### src/hdl/mlr_pkg.sv
// ----------------------------------------------------------------------------
// mlr_pkg
// Shared codes for the midpoint line rasterizer: the item kind selector.
// ----------------------------------------------------------------------------
package mlr_pkg;

  // kind of an input beat, carried on tuser
  typedef enum logic {
    KIND_LOAD = 1'b0,
    KIND_STEP = 1'b1
  } kind_t;

endpackage

### src/hdl/midpoint_line_rasterizer.sv
// ----------------------------------------------------------------------------
// midpoint_line_rasterizer
// Midpoint line rasterizer for all octants with stream in and out ports.
// ----------------------------------------------------------------------------
// Usage: a load beat (tuser 0) takes two endpoints and starts a new line; it
// gives no output beat. Each step beat (tuser 1) gives one output beat: the
// next pixel of the line, with tlast on the final one, or tuser 0 and zero
// data once no line is active. Pixels run along the major axis from the
// endpoint that sorts first after the mirror up to but not including the
// other. One beat of either kind is taken every cycle: the line state
// (position and decision term) is updated per step by parallel adds and
// compares, and a load is prepared in the same cycle. A new beat enters as
// a waiting result leaves, so the input stalls only while the output stalls.
// ----------------------------------------------------------------------------
module midpoint_line_rasterizer
  import mlr_pkg::*;
#(
  parameter int COORD_BITS = 12
) (
  input  logic                                   clk,
  input  logic                                   rst,
  input  logic                                   s_tvalid,
  output logic                                   s_tready,
  // start_x, start_y, end_x, end_y
  input  logic [((4*COORD_BITS+7)/8)*8-1:0]      s_tdata,
  // kind
  input  logic                                   s_tuser,
  output logic                                   m_tvalid,
  input  logic                                   m_tready,
  // pixel_x, pixel_y
  output logic [((2*COORD_BITS+7)/8)*8-1:0]      m_tdata,
  // pixel_valid
  output logic                                   m_tuser,
  output logic                                   m_tlast
);

  localparam int CB     = COORD_BITS;
  localparam int OUT_W  = ((2*COORD_BITS+7)/8)*8;
  localparam int PKT_W  = 2*COORD_BITS + 2;

  kind_t           kind;
  logic            accept, push, out_ready_int;
  logic            pixel_valid, last_pixel;
  logic [CB-1:0]   pixel_x, pixel_y;
  logic [PKT_W-1:0] pkt, pkt_out;

  assign kind     = kind_t'(s_tuser);
  assign s_tready = out_ready_int;
  assign accept   = s_tvalid && s_tready;
  assign push     = accept && (kind == KIND_STEP);

  mlr_stepper #(
    .COORD_BITS(COORD_BITS)
  ) u_stepper (
    .clk        (clk),
    .rst        (rst),
    .accept     (accept),
    .kind       (kind),
    .start_x    (s_tdata[CB-1:0]),
    .start_y    (s_tdata[2*CB-1:CB]),
    .end_x      (s_tdata[3*CB-1:2*CB]),
    .end_y      (s_tdata[4*CB-1:3*CB]),
    .pixel_valid(pixel_valid),
    .pixel_x    (pixel_x),
    .pixel_y    (pixel_y),
    .last_pixel (last_pixel)
  );

  // result beat: last, valid, y, x
  assign pkt = {last_pixel, pixel_valid, pixel_y, pixel_x};

  mlr_out_reg #(
    .DATA_BITS(PKT_W)
  ) u_out_reg (
    .clk      (clk),
    .rst      (rst),
    .push     (push),
    .push_data(pkt),
    .ready    (out_ready_int),
    .out_valid(m_tvalid),
    .out_ready(m_tready),
    .out_data (pkt_out)
  );

  assign m_tdata = OUT_W'(pkt_out[2*CB-1:0]);
  assign m_tuser = pkt_out[2*CB];
  assign m_tlast = pkt_out[2*CB+1];

endmodule

### src/hdl/mlr_setup.sv
// ----------------------------------------------------------------------------
// mlr_setup
// Line preparation: mirror, axis swap and endpoint ordering, giving the
// start position, deltas and initial decision term of a new line.
// ----------------------------------------------------------------------------
module mlr_setup #(
  parameter int COORD_BITS = 12
) (
  input  logic [COORD_BITS-1:0] start_x,
  input  logic [COORD_BITS-1:0] start_y,
  input  logic [COORD_BITS-1:0] end_x,
  input  logic [COORD_BITS-1:0] end_y,
  output logic                  mirror,
  output logic                  swap,
  output logic                  active,
  output logic [COORD_BITS-1:0] major_pos,
  output logic [COORD_BITS-1:0] minor_pos,
  output logic [COORD_BITS-1:0] major_end,
  output logic [COORD_BITS:0]   major_delta,
  output logic [COORD_BITS:0]   minor_delta,
  output logic [COORD_BITS+3:0] decision
);

  localparam int W = COORD_BITS + 2;
  localparam int D = COORD_BITS + 4;

  logic signed [W-1:0] ax, ay, bx, by;
  logic signed [W-1:0] dx, dy, adx, ady;
  logic signed [W-1:0] axm, bxm, dmaj;
  logic signed [W-1:0] pa_x, pa_y, pb_x;
  logic signed [W-1:0] sa, ma, sb;
  logic        [W-1:0] maj_abs, min_abs;
  logic        [D-1:0] maj_ext, min_ext;
  logic                order;

  // sign extend the endpoints
  assign ax = $signed({{2{start_x[COORD_BITS-1]}}, start_x});
  assign ay = $signed({{2{start_y[COORD_BITS-1]}}, start_y});
  assign bx = $signed({{2{end_x[COORD_BITS-1]}}, end_x});
  assign by = $signed({{2{end_y[COORD_BITS-1]}}, end_y});

  // raw extents and their magnitudes
  assign dx  = bx - ax;
  assign dy  = by - ay;
  assign adx = dx[W-1] ? -dx : dx;
  assign ady = dy[W-1] ? -dy : dy;

  // negative slope mirrors x, steep slope swaps the axes
  assign mirror = (dx[W-1] && !dy[W-1] && (dy != '0)) ||
                  (!dx[W-1] && (dx != '0) && dy[W-1]);
  assign swap   = ady > adx;

  assign axm = mirror ? -ax : ax;
  assign bxm = mirror ? -bx : bx;

  // order endpoints by ascending major coordinate
  assign dmaj  = swap ? dy : (mirror ? -dx : dx);
  assign order = dmaj[W-1];

  assign pa_x = order ? bxm : axm;
  assign pa_y = order ? by  : ay;
  assign pb_x = order ? axm : bxm;

  assign sa = swap ? pa_y : pa_x;
  assign ma = swap ? pa_x : pa_y;
  assign sb = swap ? (order ? ay : by) : pb_x;

  // positions wrap to the coordinate width
  assign major_pos = sa[COORD_BITS-1:0];
  assign minor_pos = ma[COORD_BITS-1:0];
  assign major_end = sb[COORD_BITS-1:0];

  // after the transforms both deltas are the extent magnitudes
  assign maj_abs     = swap ? ady : adx;
  assign min_abs     = swap ? adx : ady;
  assign major_delta = maj_abs[COORD_BITS:0];
  assign minor_delta = min_abs[COORD_BITS:0];

  // initial decision 2*minor - major
  assign maj_ext  = {{(D-COORD_BITS-1){1'b0}}, major_delta};
  assign min_ext  = {{(D-COORD_BITS-1){1'b0}}, minor_delta};
  assign decision = {min_ext[D-2:0], 1'b0} - maj_ext;

  assign active = major_delta != '0;

endmodule

### src/hdl/mlr_stepper.sv
// ----------------------------------------------------------------------------
// mlr_stepper
// Running line state: loads a prepared line and advances one pixel per
// step beat, giving the pixel in the original orientation.
// ----------------------------------------------------------------------------
module mlr_stepper
  import mlr_pkg::*;
#(
  parameter int COORD_BITS = 12
) (
  input  logic                  clk,
  input  logic                  rst,
  input  logic                  accept,
  input  kind_t                 kind,
  input  logic [COORD_BITS-1:0] start_x,
  input  logic [COORD_BITS-1:0] start_y,
  input  logic [COORD_BITS-1:0] end_x,
  input  logic [COORD_BITS-1:0] end_y,
  output logic                  pixel_valid,
  output logic [COORD_BITS-1:0] pixel_x,
  output logic [COORD_BITS-1:0] pixel_y,
  output logic                  last_pixel
);

  localparam int D = COORD_BITS + 4;

  logic                  line_active, mirror_flag, swap_flag;
  logic [COORD_BITS-1:0] major_pos, minor_pos, major_end;
  logic [COORD_BITS:0]   major_delta, minor_delta;
  logic [D-1:0]          decision_term;

  logic                  ld_mirror, ld_swap, ld_active;
  logic [COORD_BITS-1:0] ld_major_pos, ld_minor_pos, ld_major_end;
  logic [COORD_BITS:0]   ld_major_delta, ld_minor_delta;
  logic [D-1:0]          ld_decision;

  logic [COORD_BITS-1:0] px_sel, py_sel, major_next;
  logic [D-1:0]          maj_ext, min_ext, diff, inc_up, inc_flat;
  logic                  last, go_up;

  mlr_setup #(
    .COORD_BITS(COORD_BITS)
  ) u_setup (
    .start_x    (start_x),
    .start_y    (start_y),
    .end_x      (end_x),
    .end_y      (end_y),
    .mirror     (ld_mirror),
    .swap       (ld_swap),
    .active     (ld_active),
    .major_pos  (ld_major_pos),
    .minor_pos  (ld_minor_pos),
    .major_end  (ld_major_end),
    .major_delta(ld_major_delta),
    .minor_delta(ld_minor_delta),
    .decision   (ld_decision)
  );

  // pixel from the current position, transforms undone
  assign px_sel      = swap_flag ? minor_pos : major_pos;
  assign py_sel      = swap_flag ? major_pos : minor_pos;
  assign major_next  = major_pos + 1'b1;
  assign last        = major_next == major_end;

  assign pixel_valid = line_active;
  assign pixel_x     = !line_active ? '0 : (mirror_flag ? (~px_sel + 1'b1) : px_sel);
  assign pixel_y     = line_active ? py_sel : '0;
  assign last_pixel  = line_active && last;

  // decision increments
  assign maj_ext  = {{(D-COORD_BITS-1){1'b0}}, major_delta};
  assign min_ext  = {{(D-COORD_BITS-1){1'b0}}, minor_delta};
  assign diff     = min_ext - maj_ext;
  assign inc_up   = {diff[D-2:0], 1'b0};
  assign inc_flat = {min_ext[D-2:0], 1'b0};
  assign go_up    = !decision_term[D-1] && (decision_term != '0);

  // line state
  always_ff @(posedge clk) begin
    if (rst) begin
      line_active   <= 1'b0;
      mirror_flag   <= 1'b0;
      swap_flag     <= 1'b0;
      major_pos     <= '0;
      minor_pos     <= '0;
      major_end     <= '0;
      major_delta   <= '0;
      minor_delta   <= '0;
      decision_term <= '0;
    end else if (accept) begin
      unique case (kind)
        KIND_LOAD: begin
          line_active   <= ld_active;
          mirror_flag   <= ld_mirror;
          swap_flag     <= ld_swap;
          major_pos     <= ld_major_pos;
          minor_pos     <= ld_minor_pos;
          major_end     <= ld_major_end;
          major_delta   <= ld_major_delta;
          minor_delta   <= ld_minor_delta;
          decision_term <= ld_decision;
        end
        KIND_STEP: begin
          if (line_active) begin
            major_pos <= major_next;
            if (go_up) begin
              minor_pos     <= minor_pos + 1'b1;
              decision_term <= decision_term + inc_up;
            end else begin
              decision_term <= decision_term + inc_flat;
            end
            if (last) begin
              line_active <= 1'b0;
            end
          end
        end
        default: begin
        end
      endcase
    end
  end

endmodule

### src/hdl/mlr_out_reg.sv
// ----------------------------------------------------------------------------
// mlr_out_reg
// Output register of the result stream: holds one beat until taken, and
// takes a new one in the cycle the held beat leaves.
// ----------------------------------------------------------------------------
module mlr_out_reg #(
  parameter int DATA_BITS = 26
) (
  input  logic                 clk,
  input  logic                 rst,
  input  logic                 push,
  input  logic [DATA_BITS-1:0] push_data,
  output logic                 ready,
  output logic                 out_valid,
  input  logic                 out_ready,
  output logic [DATA_BITS-1:0] out_data
);

  assign ready = !out_valid || out_ready;

  // valid flag
  always_ff @(posedge clk) begin
    if (rst) begin
      out_valid <= 1'b0;
    end else if (push) begin
      out_valid <= 1'b1;
    end else if (out_ready) begin
      out_valid <= 1'b0;
    end
  end

  // payload
  always_ff @(posedge clk) begin
    if (push) begin
      out_data <= push_data;
    end
  end

endmodule

### config.mk
export PLATFORM = sky130hd
export DESIGN_NAME = midpoint_line_rasterizer
export DESIGN_NICKNAME = d
export VERILOG_FILES = /design/src/hdl/mlr_pkg.sv /design/src/hdl/midpoint_line_rasterizer.sv /design/src/hdl/mlr_setup.sv /design/src/hdl/mlr_stepper.sv /design/src/hdl/mlr_out_reg.sv
export SDC_FILE = /design/constraint.sdc
export NUM_CORES = 1
export LEC_CHECK = 0
export BUFFER_PORTS_ARGS = -buffer_cell sky130_fd_sc_hd__clkbuf_2
export CAP_MARGIN = 30
export CELL_PAD_IN_SITES_DETAIL_PLACEMENT = 0
export CELL_PAD_IN_SITES_GLOBAL_PLACEMENT = 2
export CORE_ASPECT_RATIO = 2
export CORE_MARGIN = 2
export CORE_UTILIZATION = 39
export CTS_BUF_LIST = sky130_fd_sc_hd__clkbuf_16
export DETAILED_ROUTE_END_ITERATION = 8
export MAX_ROUTING_LAYER = met4
export PLACE_DENSITY = 0.88
export SETUP_SLACK_MARGIN = 0.02
export SYNTH_ARGS = -nofsm -noshare
export SYNTH_HDL_FRONTEND = slang
export SYNTH_SLANG_ARGS = --single-unit
### constraint.sdc
create_clock -name clk -period 26.9 [get_ports clk]
set_input_delay 4.035 -clock clk [delete_from_list [all_inputs] [get_ports clk]]
set_output_delay 4.035 -clock clk [all_outputs]
set_load 0.03 [all_outputs]
# After elaboration in Yosys (flattened, before gate mapping)

Cells that the tools add are included.

Flip-flop bits (word level): 108
Bits in latches: 0
Bits in writable memories: 0
Bits in read-only memories: 0
Input bits: 53
Output and inout bits: 28
Word-level logic and storage cells: 84
Memories kept: 0

Add/sub/neg operators: 13
$mul: 0
Divide/modulo/power cells: 0
Order comparisons: 1
Equality and inequality tests: 3
Shift-type cells: 0
Multiplexer cells: 31
Bitwise operators: 2
Reduce and logical (&&, ||, !) cells: 22

Operators with widths:

| cell                    | count |
|---|---|
| $mux W12                | 15 |
| $mux W14                | 4 |
| $pmux W12 S2            | 2 |
| $add A12 B1 Y12 const B | 3 |
| $mux W16                | 2 |
| $pmux W16 S2            | 1 |
| $reduce_bool A14 Y1     | 2 |
| $mux W13                | 2 |
| $sub A12 B12 Y13        | 2 |
| $neg A12 Y12            | 2 |
| $add A16 B14 Y16        | 1 |
| $add A16 B16 Y16        | 1 |
| $reduce_bool A16 Y1     | 1 |
| $sub A14 B13 Y15        | 1 |
| $gt A14 B14 Y1          | 1 |
| $neg A13 Y14            | 1 |
| $neg A14 Y14            | 1 |
| $sub A13 B13 Y14        | 1 |
| $reduce_bool A13 Y1     | 1 |
| $eq A12 B12 Y1          | 1 |
| $not A12 Y12            | 1 |
| $logic_and A1 B1 Y1     | 8 |
| $logic_not A1 Y1        | 4 |
| $mux W1                 | 4 |
| 7 further kinds         | 10 |

# Depth between registers and ports, before layout

Gate-level depths: netlist (run 1).

Depth in word-level cells: 10
Depth in mapped cells: 39
Depth with buffers taken out: 36

# Cells and area by module

From an unflattened synthesis (run 1), not the netlist that was laid out.

Cell total of the unflattened synthesis: 1581
Area, all modules: 11691.2 sq um

By module, submodules not included:

| module                   | times used | cells an instance | area an instance (sq um) | sequential area each (sq um) |
|---|---|---|---|---|
| mlr_stepper              | 1          | 808               | 5893.2                   | 1621.6 |
| mlr_setup                | 1          | 741               | 4958.5                   | 0.0 |
| mlr_out_reg              | 1          | 30                | 827.0                    | 800.8 |
| midpoint_line_rasterizer | 1          | 2                 | 12.5                     | 0.0 |

# Worst setup path before layout (run 1)

Ideal clock, no wire load.

Path kind: input -> register
Start point: input port s_tdata[19]
End point: register u_stepper.decision_term[11]
Setup time: 0.132 ns
Arrival: 11.264 ns
Required time: 26.768 ns
Path slack: 15.504 ns
Cell stages on the path: 33
Path buffers: 3
Cell sequence: inv_1 ha_1 clkbuf_1 a2111oi_1 a211oi_1 o21a_1 clkbuf_1 a41o_1 xnor2_1 inv_1 ha_1 nand4_1 nor3_1 or4b_1 mux2_1 o21a_2 nand3_4 clkbuf_1 mux2i_1 ha_1 a21o_1 a21oi_1 nand2b_1 mux2i_1 nor4_1 a211oi_1 o21ai_0 maj3_1 a41oi_1 a21oi_1 xor2_1 o211ai_1 a21oi_1

Longest elaborated chain between the ends: 7
Elaborated cells on any way between the ends: 8
Those cells by class: add/sub: 3; order compare: 1; mux: 4

Ends and longest elaborated chain:

| item                            | line                           | source |
|---|---|---|
| start: declaration              | midpoint_line_rasterizer.sv:25 | `input logic [((4*COORD_BITS+7)/8)*8-1:0] s_tdata,` |
| $sub A12 B12 Y13 (*)            | mlr_setup.sv:44                | `assign dy = by - ay;` |
| $neg A13 Y14                    | mlr_setup.sv:46                | `assign ady = dy[W-1] ? -dy : dy;` |
| $mux W14 (*)                    | mlr_setup.sv:46                |  |
| $gt A14 B14 Y1                  | mlr_setup.sv:51                | `assign swap = ady > adx;` |
| $mux W13 (*)                    | mlr_setup.sv:75                | `assign min_abs = swap ? adx : ady;` |
| net u_stepper.ld_minor_delta[0] | mlr_stepper.sv:34              | `logic [COORD_BITS:0] ld_major_delta, ld_minor_delta;` |
| $sub A14 B13 Y15 (*)            | mlr_setup.sv:82                | `assign decision = {min_ext[D-2:0], 1'b0} - maj_ext;` |
| $pmux W16 S2 (*)                | mlr_stepper.sv:91              | `unique case (kind)` |
| end signal: assignment          | mlr_stepper.sv:101             | `decision_term <= ld_decision;` |
| end signal: assignment          | mlr_stepper.sv:108             | `decision_term <= decision_term + inc_up;` |
| end signal: assignment          | mlr_stepper.sv:110             | `decision_term <= decision_term + inc_flat;` |
| end: declaration                | mlr_stepper.sv:30              | `logic [D-1:0] decision_term;` |

Mark *: on every way through the listed nets, which the timed path passes. The rest lies on a longest branch.
A chain may end at the register's enable or synchronous reset.

# Worst setup path in the final report (run 1)

Start point: input port s_tdata[36]
End point: register u_stepper.decision_term[11]

Longest elaborated chain between the ends: 7
Elaborated cells on any way between the ends: 8
Those cells by class: add/sub: 3; order compare: 1; mux: 4

Ends and longest elaborated chain:

| item                        | line |
|---|---|
| $sub A12 B12 Y13 (*)        | mlr_setup.sv:44 |
| $neg A13 Y14                | mlr_setup.sv:46 |
| $mux W14 (*)                | mlr_setup.sv:46 |
| $gt A14 B14 Y1              | mlr_setup.sv:51 |
| $mux W13 (on tied branches) | mlr_setup.sv:75, mlr_setup.sv:74 |
| $sub A14 B13 Y15 (*)        | mlr_setup.sv:82 |
| $pmux W16 S2 (*)            | mlr_stepper.sv:91 |

Every way passes the cells marked *; elsewhere a longest branch is shown, timed or not.

==> impl_metrics.prom, run 1 <==
# TYPE chip_impl_metric gauge
chip_impl_metric{name="rows",unit=""} 89
chip_impl_metric{name="critPathMaxStageDelay",unit="ns"} 0.65
chip_impl_metric{name="core_region_area",unit="um^2"} 29500
chip_impl_metric{name="tritoncts_num_sinks",unit=""} 108
chip_impl_metric{name="floorplan.die.width",unit="um"} 127
chip_impl_metric{name="grt_first_pass_wirelength",unit="um"} 62900
chip_impl_metric{name="fin_tns_setup",unit="ns"} 0
chip_impl_metric{name="avgRoutedWirePerCell",unit="um"} 20.5
chip_impl_metric{name="crit_required",unit="ns"} 27.12
chip_impl_metric{name="areaGrowthSynthToFinish",unit="%"} 8.52
chip_impl_metric{name="synth.lib_cells_used.distinct",unit=""} 98
chip_impl_info{name="crit_slowest_cell",value="sky130_fd_sc_hd__a2111oi_0"} 1
chip_impl_metric{name="synthesis.area",unit="um^2"} 11700
chip_impl_metric{name="floorplan.io_pins",unit=""} 81
chip_impl_metric{name="htree_num_levels",unit=""} 3
chip_impl_info{name="critPathTopFamily",value="compound AO/OA/AOI/OAI gates"} 1
chip_impl_metric{name="clk_pin_slew",unit="ns"} 0.08
chip_impl_metric{name="final.setup_skew",unit="ns"} 0.0128
chip_impl_info{name="critical-path-top-cell-by-count",value="sky130_fd_sc_hd__a21oi_1"} 1
chip_impl_info{name="worst_hold_path_type",value="flop to flop"} 1
chip_impl_metric{name="chip_height",unit="um"} 249
chip_impl_metric{name="synth-warning-count",unit=""} 0
chip_impl_metric{name="synth_enable_flop_cells",unit=""} 26
chip_impl_metric{name="gp_congestion",unit=""} 0.971
chip_impl_info{name="run_status",value="finished clean"} 1
chip_impl_metric{name="max_freq",unit="GHz"} 0.0788
chip_impl_metric{name="ys_async_sr_fraction",unit="%"} 0
chip_impl_info{name="post-synth-top-count-cell",value="sky130_fd_sc_hd__nand2_1"} 1
chip_impl_metric{name="period_share",unit="%"} 47.2
chip_impl_metric{name="worstSkewPairLatency",unit="ns"} 0.37
chip_impl_metric{name="length_in_cells_of_the_worst_reg_to_reg_path",unit=""} 18
chip_impl_metric{name="totalWireLength",unit="um"} 40500
chip_impl_info{name="synth_common_cells",value="sky130_fd_sc_hd__nand2_1 (187), sky130_fd_sc_hd__a21oi_1 (155), sky130_fd_sc_hd__nor2_1 (130), sky130_fd_sc_hd__inv_1 (94), sky130_fd_sc_hd__dfxtp_1 (82)"} 1
chip_impl_metric{name="worstMarginPinSlew",unit="ns"} 1.01
chip_impl_info{name="tritoncts",value="yes"} 1
chip_impl_metric{name="ys_seq_area_share",unit="%"} 20.7
chip_impl_info{name="worstReg2RegEnd",value="u_stepper.decision_term[13]$_SDFFE_PP0P_"} 1
chip_impl_metric{name="ffs_latches_synth",unit=""} 108
chip_impl_metric{name="post-route-min-period",unit="ns"} 12.68
chip_impl_metric{name="power.total",unit="mW"} 1.08
chip_impl_metric{name="portBuffers",unit=""} 80
chip_impl_metric{name="grt_use_met3",unit="%"} 1.61
chip_impl_metric{name="drt_first_pass_iters",unit=""} 6
chip_impl_info{name="yosys-top-cells-area",value="sky130_fd_sc_hd__dfxtp_1 (14%), sky130_fd_sc_hd__ha_1 (8.3%), sky130_fd_sc_hd__edfxtp_1 (6.7%)"} 1
chip_impl_metric{name="grt_max_degree",unit=""} 81
chip_impl_metric{name="ctsResizeCount",unit=""} 0
chip_impl_metric{name="cts_setup_buffers",unit=""} 0
chip_impl_metric{name="hold_buffers",unit=""} 0
chip_impl_metric{name="slew-limit-headroom",unit="%"} 31.7
chip_impl_metric{name="cp_num_buf_inv",unit=""} 5
chip_impl_info{name="clk_tree_root_cell",value="sky130_fd_sc_hd__clkbuf_16"} 1
chip_impl_metric{name="floorplan.die_area",unit="um^2"} 31500
chip_impl_metric{name="area_fraction_of_the_dominant_cell_type_after_synthesis",unit="%"} 14.0
chip_impl_metric{name="drt_first_iter_violations",unit=""} 605
chip_impl_info{name="crit-reg2reg-launch",value="u_stepper.decision_term[4]$_SDFFE_PP0P_"} 1
chip_impl_metric{name="num_vias",unit=""} 11484
chip_impl_metric{name="via_count_of_the_first_global_routing_pass",unit=""} 11308
chip_impl_metric{name="maxCapViolations",unit=""} 0
chip_impl_metric{name="antenna_found_initial",unit=""} 1
chip_impl_metric{name="final_nets",unit=""} 1740
chip_impl_info{name="rsz0062_at_grt",value="no"} 1
chip_impl_metric{name="cts_buffer_depth",unit=""} 2
chip_impl_metric{name="power_leakage",unit="nW"} 5.20
chip_impl_metric{name="mappedNetlistNets",unit=""} 1719
chip_impl_metric{name="tritoncts.num_buffers",unit=""} 9
chip_impl_metric{name="hold_viol_final",unit=""} 0
chip_impl_metric{name="track_usage",unit="%"} 26.1
chip_impl_info{name="synth.largest_area_cell",value="sky130_fd_sc_hd__dfxtp_1"} 1
chip_impl_metric{name="synthCells",unit=""} 1583
chip_impl_metric{name="drt.antenna.violating_nets",unit=""} 0
chip_impl_metric{name="place_hpwl",unit="um"} 33000
chip_impl_metric{name="critical_path.max_fanout",unit=""} 80
chip_impl_metric{name="setup_viol",unit=""} 0
chip_impl_metric{name="synth_area_per_cell",unit="um^2"} 7.40
chip_impl_metric{name="met1_usage",unit="%"} 26.9
chip_impl_info{name="postSynth.topFlopCell",value="sky130_fd_sc_hd__dfxtp_1"} 1
chip_impl_metric{name="viasPerCell",unit=""} 5.82
chip_impl_info{name="grt_most_used_layer",value="met2"} 1
chip_impl_metric{name="floorplan.initialDensity",unit="%"} 39.7
chip_impl_info{name="timing_worst_setup_path_type",value="input port to flop"} 1
chip_impl_info{name="hold_ep",value="u_stepper.swap_flag$_SDFFE_PP0P_"} 1
chip_impl_metric{name="power.density",unit="nW/um^2"} 85.3
chip_impl_metric{name="final_max_slew_viol_count",unit=""} 0
chip_impl_metric{name="post_route_cells_drive_above_1_share",unit="%"} 10.8
chip_impl_metric{name="max-vdd-ir-drop",unit="V"} 0.0000410
chip_impl_info{name="worstSetupEndpointType",value="flop"} 1
chip_impl_metric{name="worst-r2r-setup-slack",unit="ns"} 22.11
chip_impl_metric{name="use_met2",unit="%"} 47.7
chip_impl_metric{name="hold_depth",unit=""} 2
chip_impl_info{name="worstHoldStart",value="u_stepper.swap_flag$_SDFFE_PP0P_"} 1
chip_impl_metric{name="dr_drc_count",unit=""} 0
chip_impl_metric{name="timing.critical_path.arrival",unit="ns"} 12.91
chip_impl_info{name="cp-start-kind",value="input port"} 1
chip_impl_metric{name="globalRoute.totalOverflow",unit=""} 0
cells in the final DEF, fill, tap and decap left out, types with 10 or more instances in the layout:
| master | count |
|---|---|
| sky130_fd_sc_hd__buf_4 | 21 |
| sky130_fd_sc_hd__or3_1 | 11 |
| sky130_fd_sc_hd__a21oi_1 | 154 |
| sky130_fd_sc_hd__edfxtp_1 | 26 |
| sky130_fd_sc_hd__nand3_1 | 33 |
| sky130_fd_sc_hd__a21o_1 | 18 |
| sky130_fd_sc_hd__nand2b_1 | 13 |
| sky130_fd_sc_hd__mux2_2 | 20 |
| sky130_fd_sc_hd__nor2b_1 | 10 |
| sky130_fd_sc_hd__o211a_1 | 11 |
| sky130_fd_sc_hd__nand2_1 | 187 |
| sky130_fd_sc_hd__and3_1 | 11 |
| sky130_fd_sc_hd__xnor2_1 | 77 |
| sky130_fd_sc_hd__o21a_1 | 11 |
| sky130_fd_sc_hd__o31ai_1 | 16 |
| sky130_fd_sc_hd__o211ai_1 | 32 |
| sky130_fd_sc_hd__dfxtp_1 | 82 |
| sky130_fd_sc_hd__a31oi_1 | 17 |
| sky130_fd_sc_hd__a211oi_1 | 31 |
| sky130_fd_sc_hd__xor2_1 | 38 |
| sky130_fd_sc_hd__nor4_1 | 13 |
| sky130_fd_sc_hd__o21ai_0 | 77 |
| sky130_fd_sc_hd__clkbuf_2 | 80 |
| sky130_fd_sc_hd__o21ai_1 | 21 |
| sky130_fd_sc_hd__mux2i_1 | 46 |
| sky130_fd_sc_hd__nand4_1 | 14 |
| sky130_fd_sc_hd__nor2_1 | 129 |
| sky130_fd_sc_hd__ha_1 | 78 |
| sky130_fd_sc_hd__and2_1 | 19 |
| sky130_fd_sc_hd__nor3_1 | 44 |
| sky130_fd_sc_hd__inv_1 | 94 |
sequential cells by signal (all words and copies together), names as in the netlist:
signal,count
u_out_reg.out_data,26
u_out_reg.out_valid,1
u_stepper.decision_term,16
u_stepper.major_delta,13
u_stepper.major_end,12
u_stepper.major_pos,12
u_stepper.minor_delta,13
u_stepper.minor_pos,12
u_stepper.mirror_flag,1
u_stepper.pixel_valid,1
u_stepper.swap_flag,1
how the worst max path moves through the flow:
stage	slack, ns	endpoint	from	depth (start not counted)
finish	14.22	u_stepper.decision_term[11]$_SDFFE_PP0P_	s_tdata[36]	38
global placement	14.09	u_stepper.decision_term[11]$_SDFFE_PP0P_	s_tdata[36]	38
CTS	14.38	u_stepper.decision_term[11]$_SDFFE_PP0P_	s_tdata[36]	38
global route	13.62	u_stepper.decision_term[11]$_SDFFE_PP0P_	s_tdata[36]	38
floorplan	15.50	u_stepper.decision_term[11]$_SDFFE_PP0P_	s_tdata[19]	33
detailed placement	13.97	u_stepper.decision_term[11]$_SDFFE_PP0P_	s_tdata[36]	38
tightest hold or removal path, stage by stage, from the launching register on:
cell,delay [ns]
sky130_fd_sc_hd__dfxtp_1,0.32
sky130_fd_sc_hd__nand2_1,0.05
sky130_fd_sc_hd__a21oi_1,0.05
layout make-up:
cell class | instances | area, um^2
timing repair buffer | 101 | 558
clock inverter | 7 | 96.3
tap | 364 | 455
clock buffer | 9 | 225
fill | 3104 | 16800
antenna | 1 | 2.50
sequential | 108 | 2420
multi-input combinational | 1286 | 8580
inverter | 98 | 368
kinds of logic after synthesis:
group / after synthesis / share of synthesized area [%]
AND/OR/NAND/NOR: 518 / 20.6
AO/OA/AOI/OAI: 488 / 27.1
buffers and inverters: 189 / 6.25
XOR/XNOR: 116 / 8.74
flip-flops: 108 / 20.7
adder cells (fa/ha/maj): 91 / 9.90
multiplexers: 72 / 6.68
other: 1 / 0.0320
report_power, final:
group	leakage [nW]	switching, mW	internal, mW	total (mW)
Sequential	0.928	0.0206	0.186	0.206
Clock	0.154	0.0676	0.0749	0.142
Combinational	4.12	0.449	0.286	0.736
per-layer routing:
layer / up-vias / share of wire (%)
li1: 5754 / -
met1: 5350 / 37
met2: 281 / 53
met3: 99 / 2.5
met4: 0 / 7.0
met5: - / 0
through the flow:
stage          hold slack, ns  cells  setup slack (ns)  utilization [%]  area, um^2
6_report                0.461   1974             14.22             43.1       12700
5_1_grt                 0.486   1974             13.62             43.1       12700
4_1_cts                 0.464   1973             14.38             43.0       12700
3_5_place_dp            0.453   1957             13.97             42.0       12400
3_3_place_gp            0.446   1957             14.09             42.0       12400
2_1_floorplan           0.432   1583             15.50                -       11700
(Power assumes the default switching activity.)
==> run 2, diff against run 1 <==
ABC_AREA = 1   (was unset)
CORE_UTILIZATION = 34   (was 39)
PLACE_DENSITY = 0.84   (was 0.88)
clock period = 11.7 ns   (was 26.9 ns; I/O delays follow)
==> run 2 against run 1 <==
Effect of this change:
- via count up 2.7%
- non-clock buffer count down 10
- die area up 12%
- global-route usage down 2.5 points
- critical path depth up 1
- routed wire length down 0.69%
- cell area down 1.9%
- critical endpoint is now u_stepper.decision_term[12]$_SDFFE_PP0P_
- largest power group unchanged
==> impl_metrics.prom, run 2 <==
# TYPE chip_impl_metric gauge
chip_impl_metric{name="largest_register_ff_count",unit=""} 26
chip_impl_metric{name="ys_seq_area_share",unit="%"} 21.2
chip_impl_info{name="run_status",value="finished clean"} 1
chip_impl_metric{name="n_antenna_cell",unit=""} 0
chip_impl_metric{name="hold_buffers",unit=""} 0
chip_impl_metric{name="drt_first_pass_iters",unit=""} 6
chip_impl_metric{name="areaGrowthSynthToFinish",unit="%"} 9.01
chip_impl_metric{name="floorplan.io_pins",unit=""} 81
chip_impl_metric{name="synth_area_per_cell",unit="um^2"} 6.16
chip_impl_metric{name="power.density",unit="nW/um^2"} 156
chip_impl_metric{name="fin_tns_setup",unit="ns"} 0
chip_impl_metric{name="final_nets",unit=""} 2028
chip_impl_info{name="synth_common_cells",value="sky130_fd_sc_hd__nand2_1 (419), sky130_fd_sc_hd__inv_1 (291), sky130_fd_sc_hd__o21ai_0 (204), sky130_fd_sc_hd__a21oi_1 (158), sky130_fd_sc_hd__nand3_1 (118)"} 1
chip_impl_metric{name="ys_async_sr_fraction",unit="%"} 0
chip_impl_metric{name="avgRoutedWirePerCell",unit="um"} 17.2
chip_impl_metric{name="drt.antenna.violating_nets",unit=""} 0
chip_impl_metric{name="post-route-min-period",unit="ns"} 8.26
chip_impl_metric{name="grt_max_degree",unit=""} 69
chip_impl_info{name="tritoncts",value="yes"} 1
chip_impl_metric{name="totalWireLength",unit="um"} 40200
chip_impl_metric{name="chip_height",unit="um"} 263
chip_impl_metric{name="holdWs",unit="ns"} 0.479
chip_impl_metric{name="antenna_found_initial",unit=""} 0
chip_impl_metric{name="max_freq",unit="GHz"} 0.121
chip_impl_metric{name="synth-warning-count",unit=""} 0
chip_impl_metric{name="pwr-share-clk",unit="%"} 16.0
chip_impl_metric{name="cp_num_buf_inv",unit=""} 9
chip_impl_metric{name="post_route_cells_drive_above_1_share",unit="%"} 10.1
chip_impl_metric{name="critPathMaxStageDelay",unit="ns"} 0.59
chip_impl_metric{name="rows",unit=""} 95
chip_impl_metric{name="synth_simple_gate_area_share",unit="%"} 29.9
chip_impl_metric{name="portBuffers",unit=""} 80
chip_impl_info{name="synth_top_family_by_area",value="simple AND/OR/NAND/NOR gates"} 1
chip_impl_info{name="rsz0062_at_grt",value="no"} 1
chip_impl_metric{name="cts_setup_buffers",unit=""} 0
chip_impl_metric{name="setup_viol",unit=""} 0
chip_impl_metric{name="floorplan.die_area",unit="um^2"} 35200
chip_impl_metric{name="viasPerCell",unit=""} 5.06
chip_impl_metric{name="maxCapViolations",unit=""} 0
chip_impl_info{name="timing_worst_setup_path_type",value="input port to flop"} 1
chip_impl_info{name="critPathTopFamily",value="simple AND/OR/NAND/NOR gates"} 1
chip_impl_info{name="clk_tree_root_cell",value="sky130_fd_sc_hd__clkbuf_16"} 1
chip_impl_info{name="cp-start-kind",value="input port"} 1
chip_impl_metric{name="cell_internal_power",unit="uW"} 945
chip_impl_metric{name="max-vdd-ir-drop",unit="V"} 0.0000709
chip_impl_metric{name="grt_first_pass_wirelength",unit="um"} 62700
chip_impl_info{name="registers.top_by_ff_count",value="u_out_reg.out_data"} 1
chip_impl_metric{name="worstSkewPairLatency",unit="ns"} 0.37
chip_impl_metric{name="synthesis.area",unit="um^2"} 11400
chip_impl_metric{name="gp_congestion",unit=""} 0.911
chip_impl_metric{name="dr_drc_count",unit=""} 0
chip_impl_metric{name="globalRoute.totalOverflow",unit=""} 0
chip_impl_metric{name="timing.critical_path.arrival",unit="ns"} 8.56
chip_impl_metric{name="core_region_area",unit="um^2"} 33400
chip_impl_metric{name="clk_pin_slew",unit="ns"} 0.07
chip_impl_metric{name="synth_fa_ha_area_share",unit="%"} 9.41
chip_impl_metric{name="final_max_slew_viol_count",unit=""} 0
chip_impl_info{name="worstSetupEndpointType",value="flop"} 1
chip_impl_info{name="layout.cells.most_common",value="sky130_fd_sc_hd__nand2_1"} 1
chip_impl_metric{name="ffs_latches_synth",unit=""} 108
chip_impl_metric{name="share_seq_of_total_power",unit="%"} 22.8
chip_impl_metric{name="slew-limit-headroom",unit="%"} 39.2
chip_impl_metric{name="tritoncts_num_sinks",unit=""} 108
chip_impl_metric{name="critical_path.max_fanout",unit=""} 68
chip_impl_metric{name="track_usage",unit="%"} 23.7
chip_impl_metric{name="synth_xor_area_share",unit="%"} 4.73
chip_impl_metric{name="htree_num_levels",unit=""} 3
chip_impl_metric{name="power_leakage",unit="nW"} 6.26
chip_impl_metric{name="tritoncts.num_buffers",unit=""} 9
chip_impl_info{name="synth.largest_area_cell",value="sky130_fd_sc_hd__dfxtp_1"} 1
chip_impl_metric{name="num_vias",unit=""} 11798
chip_impl_metric{name="drt_first_iter_violations",unit=""} 658
chip_impl_metric{name="ctsResizeCount",unit=""} 0
chip_impl_info{name="mostFrequentLayoutCells",value="sky130_fd_sc_hd__nand2_1 (419), sky130_fd_sc_hd__inv_1 (291), sky130_fd_sc_hd__o21ai_0 (204), sky130_fd_sc_hd__a21oi_1 (157), sky130_fd_sc_hd__nand3_1 (118)"} 1
chip_impl_metric{name="period_share",unit="%"} 70.6
chip_impl_metric{name="p_switching",unit="uW"} 1000
chip_impl_metric{name="floorplan.initialDensity",unit="%"} 34.2
chip_impl_metric{name="worstMarginPinSlew",unit="ns"} 0.912
chip_impl_metric{name="synth_compound_area_share",unit="%"} 21.6
chip_impl_metric{name="cts_buffer_depth",unit=""} 2
chip_impl_metric{name="hold_viol_final",unit=""} 0
chip_impl_info{name="postSynth.topFlopCell",value="sky130_fd_sc_hd__dfxtp_1"} 1
chip_impl_metric{name="muxShareOfSynthArea",unit="%"} 0.613
chip_impl_info{name="post-synth-top-count-cell",value="sky130_fd_sc_hd__nand2_1"} 1
chip_impl_metric{name="floorplan.die.width",unit="um"} 134
chip_impl_info{name="worst_hold_path_type",value="flop to flop"} 1
chip_impl_metric{name="synth.lib_cells_used.distinct",unit=""} 56
chip_impl_info{name="reg.largest.list",value="u_out_reg.out_data: 26 flops, u_stepper.decision_term: 16 flops"} 1
chip_impl_metric{name="via_count_of_the_first_global_routing_pass",unit=""} 11311
chip_impl_metric{name="share_comb_of_total_power",unit="%"} 61.2
chip_impl_metric{name="power.total",unit="mW"} 1.95
chip_impl_metric{name="final.setup_skew",unit="ns"} 0.00942
chip_impl_metric{name="swShare",unit="%"} 51.4
chip_impl_metric{name="crit_required",unit="ns"} 12.00
chip_impl_info{name="yosys-top-cells-area",value="sky130_fd_sc_hd__dfxtp_1 (14%), sky130_fd_sc_hd__nand2_1 (14%), sky130_fd_sc_hd__inv_1 (9.6%)"} 1
chip_impl_info{name="crit_slowest_cell",value="sky130_fd_sc_hd__buf_4"} 1
chip_impl_metric{name="place_hpwl",unit="um"} 33000
chip_impl_metric{name="synthCells",unit=""} 1857
chip_impl_metric{name="area_fraction_of_the_dominant_cell_type_after_synthesis",unit="%"} 14.4
chip_impl_metric{name="synth_enable_flop_cells",unit=""} 26
chip_impl_metric{name="mappedNetlistNets",unit=""} 1993
-- run 2: changes by cell type in the layout (fill, tap and decap cells not counted), sizes merged, moves of 14 or more --
cell | previous run | this run
o21ai | 100 | 213
inv | 97 | 303
nand2 | 187 | 452
a211oi | 33 | 2
nand3 | 34 | 127
mux2 | 23 | 0
xnor2 | 78 | 9
a21o | 18 | 4
o211ai | 32 | 18
o31ai | 17 | 1
and2 | 20 | 4
nor3 | 44 | 22
mux2i | 48 | 7
-- run 2: power by group through the flow --
stage | Clock, mW | Combinational, mW | Sequential [mW]
after global placement | 0 | 1.19 | 0.450
final | 0.311 | 1.19 | 0.443
after CTS | 0.322 | 1.20 | 0.442
after detailed placement | 0 | 1.20 | 0.451
after floorplan | 0 | 0.874 | 0.450
after global routing | 0.333 | 1.35 | 0.447
-- run 2: final cells by class --
class | instances | area (um^2)
Fill cell | 3652 | 20900
Multi-Input combinational cell | 1379 | 7590
Sequential cell | 108 | 2420
Inverter | 303 | 1140
Tap cell | 436 | 546
Timing Repair Buffer | 91 | 483
Clock buffer | 9 | 225
Clock inverter | 7 | 66.3
-- run 2: metrics by stage --
step | utilization (%) | setup slack (ns) | cell area [um^2] | cells
floorplan | - | 4.97 | 11400 | 1857
global placement | 36.5 | 3.23 | 12200 | 2317
detailed placement | 36.5 | 3.11 | 12200 | 2317
CTS | 37.3 | 3.50 | 12500 | 2333
global route | 37.3 | 2.70 | 12500 | 2333
finish | 37.3 | 3.44 | 12500 | 2333
-- run 2: worst paths after layout --
| kind | endpoint | slack (ns) | from | cells after the start |
|---|---|---|---|---|
| worst max register to register | u_stepper.decision_term[14]$_SDFFE_PP0P_ | 6.21 | u_stepper.decision_term[2]$_SDFFE_PP0P_ | 31 |
| worst min register to register | u_stepper.major_delta[0]$_SDFFE_PP0P_ | 0.48 | u_stepper.major_delta[0]$_SDFFE_PP0P_ | 2 |
| worst min-delay path | u_stepper.major_delta[0]$_SDFFE_PP0P_ | 0.48 | u_stepper.major_delta[0]$_SDFFE_PP0P_ | 2 |
| worst max-delay path | u_stepper.decision_term[12]$_SDFFE_PP0P_ | 3.44 | s_tdata[36] | 39 |
-- run 2: logic make-up after synthesis --
group / after synthesis
DFF: 108
adders and majority gates: 83
buffers and inverters: 370
other: 1
AOI/OAI and AO/OA: 450
muxes: 7
and+or+nand+nor: 778
xor gates and xnor gates: 60
-- run 2: routing by layer --
layer	part of all wire, %	global-route usage, %	vias to the layer above
met3	1.5	1.25	41
met2	56	46.9	184
met5	0	-	-
li1	-	-	6163
met1	39	24.1	5410
met4	3.1	8.08	0
-- run 2: tightest hold or removal path, stage by stage (launching register included) --
cell	delay [ns]
sky130_fd_sc_hd__dfxtp_1	0.32
sky130_fd_sc_hd__nand2_1	0.06
sky130_fd_sc_hd__a21oi_1	0.06
